--- src/rtl/core/hsa_pkg.sv ---
// ----------------------------------------------------------------------------
// hsa_pkg
// shared widths, constants and stage types of the hsv saturation adjust block
// ----------------------------------------------------------------------------
`default_nettype none

package hsa_pkg;

    localparam int CH_W         = 8;
    localparam int NUM_CH       = 3;
    localparam int PIX_W        = CH_W * NUM_CH;
    localparam int GAIN_W       = 12;
    localparam logic [GAIN_W-1:0] GAIN_ONE = 12'd256;
    localparam int GAIN_FRAC    = 8;

    localparam int PROD_W       = 2 * CH_W;
    localparam int REM_W        = PROD_W + 1;
    localparam int GPROD_W      = CH_W + GAIN_W;

    localparam int DIV_BITS_PER = 2;
    localparam int DIV_STAGES   = CH_W / DIV_BITS_PER;

    // input reg, product reg, prep reg, divider stages, output reg
    localparam int PIPE_DEPTH   = 3 + DIV_STAGES + 1;

    typedef logic [CH_W-1:0] t_ch;

    typedef struct packed {
        t_ch [NUM_CH-1:0]        ch;
        t_ch                     v;
        t_ch                     delta;
        logic                    grey;
        logic                    sel;
        t_ch [NUM_CH-1:0]        dg;
        logic [NUM_CH-1:0][REM_W-1:0] rem;
        t_ch [NUM_CH-1:0]        q;
    } t_div;

endpackage

`default_nettype wire

--- src/rtl/core/hsv_saturation_adjust.sv ---
// ----------------------------------------------------------------------------
// hsv_saturation_adjust
// scales hsv saturation of an rgb pixel by a q4.8 gain, hue and value kept
// ----------------------------------------------------------------------------
// One pixel is accepted every clock cycle while the output side does not
// stall. The pipeline is built around the restoring divider that computes
// the saturation-limited drop: four register stages, two quotient bits
// each, one divider per channel. Before that come an input stage (max, min,
// differences), a multiplier stage and a preparation stage (compare,
// rounding, dividend); after it the output register. A stall on the output
// holds the whole pipeline. The gain register takes a write in any cycle
// and must only change while no pixel is in flight.
`default_nettype none

module hsv_saturation_adjust (
    input  wire                       i_clk,
    input  wire                       i_rst_n,
    // configuration write
    input  wire                       i_cfg_valid,
    output logic                      o_cfg_ready,
    input  wire [hsa_pkg::GAIN_W-1:0] i_cfg_data,     // saturation_gain
    // pixel in
    input  wire                       i_s_axis_tvalid,
    output logic                      o_s_axis_tready,
    input  wire [hsa_pkg::PIX_W-1:0]  i_s_axis_tdata, // red_in, green_in, blue_in
    // pixel out
    output logic                      o_m_axis_tvalid,
    input  wire                       i_m_axis_tready,
    output logic [hsa_pkg::PIX_W-1:0] o_m_axis_tdata  // red_out, green_out, blue_out
);

    import hsa_pkg::*;

    typedef struct packed {
        t_ch [NUM_CH-1:0] ch;
        t_ch [NUM_CH-1:0] d;
        t_ch              v;
        t_ch              delta;
    } t_s1;

    typedef struct packed {
        t_ch [NUM_CH-1:0]               ch;
        t_ch                            v;
        t_ch                            delta;
        logic [GPROD_W-1:0]             gd;
        logic [NUM_CH-1:0][GPROD_W-1:0] pg;
        logic [NUM_CH-1:0][PROD_W-1:0]  pv;
    } t_s2;

    logic [GAIN_W-1:0] r_gain;
    logic              w_adv;

    logic              r_s1_vld;
    logic              r_s2_vld;
    logic              r_dv_vld [DIV_STAGES+1];
    logic              r_out_vld;

    t_s1               n_s1;
    t_s1               r_s1;
    t_s2               n_s2;
    t_s2               r_s2;
    t_div              n_prep;
    t_div              n_dv     [DIV_STAGES+1];
    t_div              r_dv     [DIV_STAGES+1];
    logic [PIX_W-1:0]  n_out;
    logic [PIX_W-1:0]  r_out;

    assign w_adv           = !r_out_vld || i_m_axis_tready;
    assign o_s_axis_tready = w_adv;
    assign o_cfg_ready     = 1'b1;
    assign o_m_axis_tvalid = r_out_vld;
    assign o_m_axis_tdata  = r_out;

    always_ff @(posedge i_clk) begin
        if (!i_rst_n) begin
            r_gain <= GAIN_ONE;
        end else if (i_cfg_valid) begin
            r_gain <= i_cfg_data;
        end
    end

    // stage 1: max, min, differences
    always_comb begin
        t_ch mx;
        t_ch mn;
        for (int c = 0; c < NUM_CH; c++) begin
            n_s1.ch[c] = i_s_axis_tdata[c*CH_W +: CH_W];
        end
        mx = n_s1.ch[0];
        mn = n_s1.ch[0];
        for (int c = 1; c < NUM_CH; c++) begin
            if (n_s1.ch[c] > mx) begin
                mx = n_s1.ch[c];
            end
            if (n_s1.ch[c] < mn) begin
                mn = n_s1.ch[c];
            end
        end
        n_s1.v     = mx;
        n_s1.delta = mx - mn;
        for (int c = 0; c < NUM_CH; c++) begin
            n_s1.d[c] = mx - n_s1.ch[c];
        end
    end

    // stage 2: products
    always_comb begin
        n_s2.ch    = r_s1.ch;
        n_s2.v     = r_s1.v;
        n_s2.delta = r_s1.delta;
        n_s2.gd    = GPROD_W'(r_s1.delta) * GPROD_W'(r_gain);
        for (int c = 0; c < NUM_CH; c++) begin
            n_s2.pg[c] = GPROD_W'(r_s1.d[c]) * GPROD_W'(r_gain);
            n_s2.pv[c] = PROD_W'(r_s1.d[c]) * PROD_W'(r_s1.v);
        end
    end

    // stage 3: gain limit compare, rounded gain drop, divider dividend
    always_comb begin
        logic [GPROD_W:0] rnd;
        n_prep.ch    = r_s2.ch;
        n_prep.v     = r_s2.v;
        n_prep.delta = r_s2.delta;
        n_prep.grey  = (r_s2.delta == '0);
        n_prep.sel   = r_s2.gd > {4'b0, r_s2.v, {GAIN_FRAC{1'b0}}};
        n_prep.q     = '0;
        for (int c = 0; c < NUM_CH; c++) begin
            rnd = (GPROD_W+1)'(r_s2.pg[c]) + (GPROD_W+1)'({GAIN_FRAC{1'b1}});
            n_prep.dg[c]  = rnd[GAIN_FRAC +: CH_W];
            n_prep.rem[c] = REM_W'(r_s2.pv[c]) + REM_W'(r_s2.delta) - REM_W'(1);
        end
    end

    // divider stages: ceil((v - ch) * v / delta), two quotient bits per stage
    always_comb begin
        logic [REM_W-1:0] sh;
        n_dv[0] = n_prep;
        for (int k = 0; k < DIV_STAGES; k++) begin
            n_dv[k+1] = r_dv[k];
            for (int c = 0; c < NUM_CH; c++) begin
                for (int b = 0; b < DIV_BITS_PER; b++) begin
                    sh = REM_W'(r_dv[k].delta) << (CH_W - 1 - k*DIV_BITS_PER - b);
                    if (n_dv[k+1].rem[c] >= sh) begin
                        n_dv[k+1].rem[c] = n_dv[k+1].rem[c] - sh;
                        n_dv[k+1].q[c][CH_W - 1 - k*DIV_BITS_PER - b] = 1'b1;
                    end
                end
            end
        end
    end

    // output: select drop, clamp, subtract; grey pixels pass through unchanged
    always_comb begin
        t_ch drop;
        for (int c = 0; c < NUM_CH; c++) begin
            drop = r_dv[DIV_STAGES].sel ? r_dv[DIV_STAGES].q[c] : r_dv[DIV_STAGES].dg[c];
            if (drop > r_dv[DIV_STAGES].v) begin
                drop = r_dv[DIV_STAGES].v;
            end
            if (r_dv[DIV_STAGES].grey) begin
                n_out[c*CH_W +: CH_W] = r_dv[DIV_STAGES].ch[c];
            end else begin
                n_out[c*CH_W +: CH_W] = r_dv[DIV_STAGES].v - drop;
            end
        end
    end

    always_ff @(posedge i_clk) begin
        if (!i_rst_n) begin
            r_s1_vld  <= 1'b0;
            r_s2_vld  <= 1'b0;
            r_out_vld <= 1'b0;
            for (int k = 0; k <= DIV_STAGES; k++) begin
                r_dv_vld[k] <= 1'b0;
            end
        end else if (w_adv) begin
            r_s1_vld    <= i_s_axis_tvalid;
            r_s2_vld    <= r_s1_vld;
            r_dv_vld[0] <= r_s2_vld;
            for (int k = 0; k < DIV_STAGES; k++) begin
                r_dv_vld[k+1] <= r_dv_vld[k];
            end
            r_out_vld   <= r_dv_vld[DIV_STAGES];
        end
    end

    always_ff @(posedge i_clk) begin
        if (w_adv) begin
            r_s1 <= n_s1;
            r_s2 <= n_s2;
            for (int k = 0; k <= DIV_STAGES; k++) begin
                r_dv[k] <= n_dv[k];
            end
            r_out <= n_out;
        end
    end

endmodule

`default_nettype wire

--- config.mk ---
export PLATFORM = sky130hd
export DESIGN_NAME = hsv_saturation_adjust
export DESIGN_NICKNAME = d
export VERILOG_FILES = /design/src/rtl/core/hsa_pkg.sv /design/src/rtl/core/hsv_saturation_adjust.sv
export SDC_FILE = /design/constraint.sdc
export NUM_CORES = 2
export LEC_CHECK = 0
export BUFFER_PORTS_ARGS = -buffer_cell sky130_fd_sc_hd__buf_2
export CELL_PAD_IN_SITES_DETAIL_PLACEMENT = 1
export CELL_PAD_IN_SITES_GLOBAL_PLACEMENT = 2
export CORE_MARGIN = 2
export CORE_UTILIZATION = 43
export CTS_CLUSTER_DIAMETER = 120
export CTS_CLUSTER_SIZE = 8
export DETAILED_ROUTE_END_ITERATION = 16
export GPL_TIMING_DRIVEN = 1
export PLACE_DENSITY = 0.83
export SKIP_LAST_GASP = 1
export SLEW_MARGIN = 5
export SYNTH_ARGS = -nofsm -noshare
export SYNTH_HDL_FRONTEND = slang
export SYNTH_SLANG_ARGS = --single-unit
--- constraint.sdc ---
create_clock -name i_clk -period 28.2 [get_ports i_clk]
set_input_delay 2.82 -clock i_clk [delete_from_list [all_inputs] [get_ports i_clk]]
set_output_delay 2.82 -clock i_clk [all_outputs]
set_load 0.005 [all_outputs]
==> metrics.cfg <==
[run_status]
status=complete, no violations

[clocking]
clock-sinks=850
path_clk_slew_ns=0.05
cts_tree=yes
clock_latency_ns=0.74
cts_made_buffers=116
max-clock-path-buffers=3
ctsHtreeMaxLevel=3
post_cts_buffers=0
cts.repair.resized=0
ctsHoldBuffers=0
clock-root-buffer=clkbuf_16

[worst_setup_path]
crit_slowest_cell=o21ai_0
cp_top_family=compound AO/OA/AOI/OAI gates
critPathLaunch=i_s_axis_tdata[5]
cp_data_required_time_ns=28.67
crit_buf_inv=2
r2r-start=r_dv[0][243]
crit_type=in2reg
critPathMaxStageDelay_ns=0.66
reg2reg_setup_slack_ns=21.33
start_kind=input port
end_kind=register
cp_max_fo=19
critPathArrivalTime_ns=8.78

[timing]
finalSetupViolCount=0
fmaxAchievable_mhz=120.3
final_max_slew_viol_count=0
worst_pin_slew_ns=1.182
skew_ns=0.06759
fin_setup_tns_ns=0
slew_headroom=0.2117
finalHoldViolCount=0
min_period_ns=8.313
rsz0062_at_grt=no
post-route-period-util=0.2948

[min_path]
hold_start=r_dv[0][505]
hp-class=reg2reg

[floorplanning]
die_x_um=379.7
die_h_um=379.7
start_util=0.4340
coreArea_um2=139900
io_pins=68
num_rows=137
dieArea_um2=144200

[placement]
port_buffers=66
hpwl_mm=117.8
routabilityCongestion=0.8723

[finish]
area_growth_pct=9.448
nNetsFinal=6635
n_fill_cell=15230
drive_gt1_frac=0.06299

[yosys]
synth_xor_area_frac=0.04862
syn_nets=6539
muxShareOfSynthArea=0.02267
synth_compound_area_frac=0.08623
syn_area_per_cell_um2=10.95
synthAdderAreaFrac=0.2415
synth_flop_cell=edfxtp_1
synth-seq-cells=850
synth_top_family_by_area=adder cells
synth_edf_count=835
ys_types=89
ys_warn_count=0
syn_inst=5545
async_flop_share=0
yosys.area_share.simple=0.1252
synth_area_um2=60710
synth-seq-area-share=0.4180

[global_route]
grt-ovfl-total=0
antenna_found_initial=12
grt_pass1_wl_mm=242.6
grt_max_degree=197
grt_pass1_vias=43460
grt.total_usage=0.2132

[drt]
drc=0
routed_wl_mm=153.1
drt_iter0_markers=2125
wl_per_cell_um=20.33
vias_per_cell=5.317
drt_first_pass_iters=5
via_count=40030
route.antenna.remaining_nets=0

[run]
cap_violations=0

cells by family (layout without fill, tap and decap cells):
| logic type | count (synthesis) | count (layout) |
|---|---|---|
| other cells | 1 | 3 |
| flops | 850 | 850 |
| simple gates | 1499 | 1499 |
| mux | 129 | 129 |
| buf+inv | 926 | 1033 |
| xor+xnor | 337 | 337 |
| fa+ha+maj | 954 | 954 |
| compound gates | 849 | 849 |
per-layer routing:
layer | vias to the layer above | GRT usage | share of wire
met5 | - | 0 | 0
met4 | 0 | 0.06695 | 0.032
met3 | 219 | 0.02210 | 0.033
met2 | 593 | 0.3740 | 0.50
met1 | 20140 | 0.2764 | 0.44
li1 | 19080 | - | -
cell usage after synthesis (79+ instances only):
cell type / n / share of area
a21o_1: 102 / 0.013
a21oi_1: 234 / 0.019
and2_1: 324 / 0.033
clkbuf_1: 139 / 0.0086
edfxtp_1: 835 / 0.41
fa_1: 363 / 0.12
ha_1: 590 / 0.12
inv_1: 772 / 0.048
nand2_1: 516 / 0.032
nor2_1: 210 / 0.013
nor2b_1: 79 / 0.0081
o21ai_0: 265 / 0.022
xnor2_1: 237 / 0.034
xor2_1: 100 / 0.014
sequential cells by signal (all words and copies together) (netlist names):
signal           cells
r_s2               116
r_dv_vld             5
o_m_axis_tvalid      1
r_s1                24
r_s1_vld             1
n_s2                40
n_dv                40
r_dv               586
r_s2_vld             1
r_gain              12
o_m_axis_tdata      24
per-stage QoR:
step | area (um2) | util | hold slack (ns) | setup WS, ns | instances
floorplan | 60710 | - | 0.4003 | 6.375 | 5545
global placement | 63320 | 0.4527 | 0.4013 | 19.28 | 7399
detailed placement | 63320 | 0.4527 | 0.4061 | 19.17 | 7399
CTS | 66440 | 0.4750 | 0.3781 | 19.93 | 7528
global route | 66440 | 0.4750 | 0.3914 | 19.38 | 7528
finish | 66440 | 0.4750 | 0.3815 | 19.89 | 7530
cells in the final DEF (no fill, tap or decap), types with 35 or more instances in the layout:
cell type	count
inv_1	771
a21o_1	102
nand4_1	53
nor2_1	210
edfxtp_1	835
a21oi_1	234
xnor2_1	237
nand3_1	53
clkbuf_16	116
fa_1	363
buf_2	66
xor2_1	100
and2_1	324
mux2_2	56
a21boi_0	41
nor2b_1	79
mux2i_1	70
nor3_1	43
buf_4	63
o21bai_1	35
ha_1	590
nor4_1	39
nand2b_1	72
o21ai_0	265
nand2_1	516
final cells by class:
type / count / area, um2 / area share
Multi-Input combinational cell: 3769 / 31840 / 0.4793
Sequential cell: 850 / 25380 / 0.3820
Clock buffer: 120 / 2918 / 0.04391
Inverter: 773 / 2909 / 0.04378
Tap cell: 1876 / 2347 / 0.03533
Timing Repair Buffer: 131 / 843.3 / 0.01269
Clock inverter: 9 / 198.9 / 0.002994
Antenna cell: 2 / 5.005 / 0.00007533
worst reg2reg max path, cell delays in order, from the launching register on:
cell and delay [ns]:
edfxtp_1 0.61, inv_1 0.38, fa_1 0.56, a21o_1 0.21, a21oi_1 0.22, o21ai_0 0.11, a21o_1 0.20, a21oi_1 0.18
nor2_1 0.09, nor2_1 0.63, inv_1 0.22, o21ai_0 0.38, inv_1 0.13, ha_1 0.30, nor2b_1 0.13, o21ai_0 0.22
a21boi_0 0.16, o21ai_0 0.25, a21boi_0 0.16, o21ai_0 0.20, nand2b_1 0.12, a21oi_1 0.21, nand3_1 0.17, nor4_2 0.29
buf_4 0.27, nor3_1 0.09, a21o_1 0.16
worst paths after layout:
check,to,cells after the start
setup reg to reg,r_dv[0][339],26
setup / recovery,r_s1[31],26
hold reg to reg,r_dv[0][646],0
hold / removal,r_dv[0][646],0
Power is left out: the tool's default activity adds up to more than one toggle a clock period on the data nets, which glitch-free logic cannot reach.
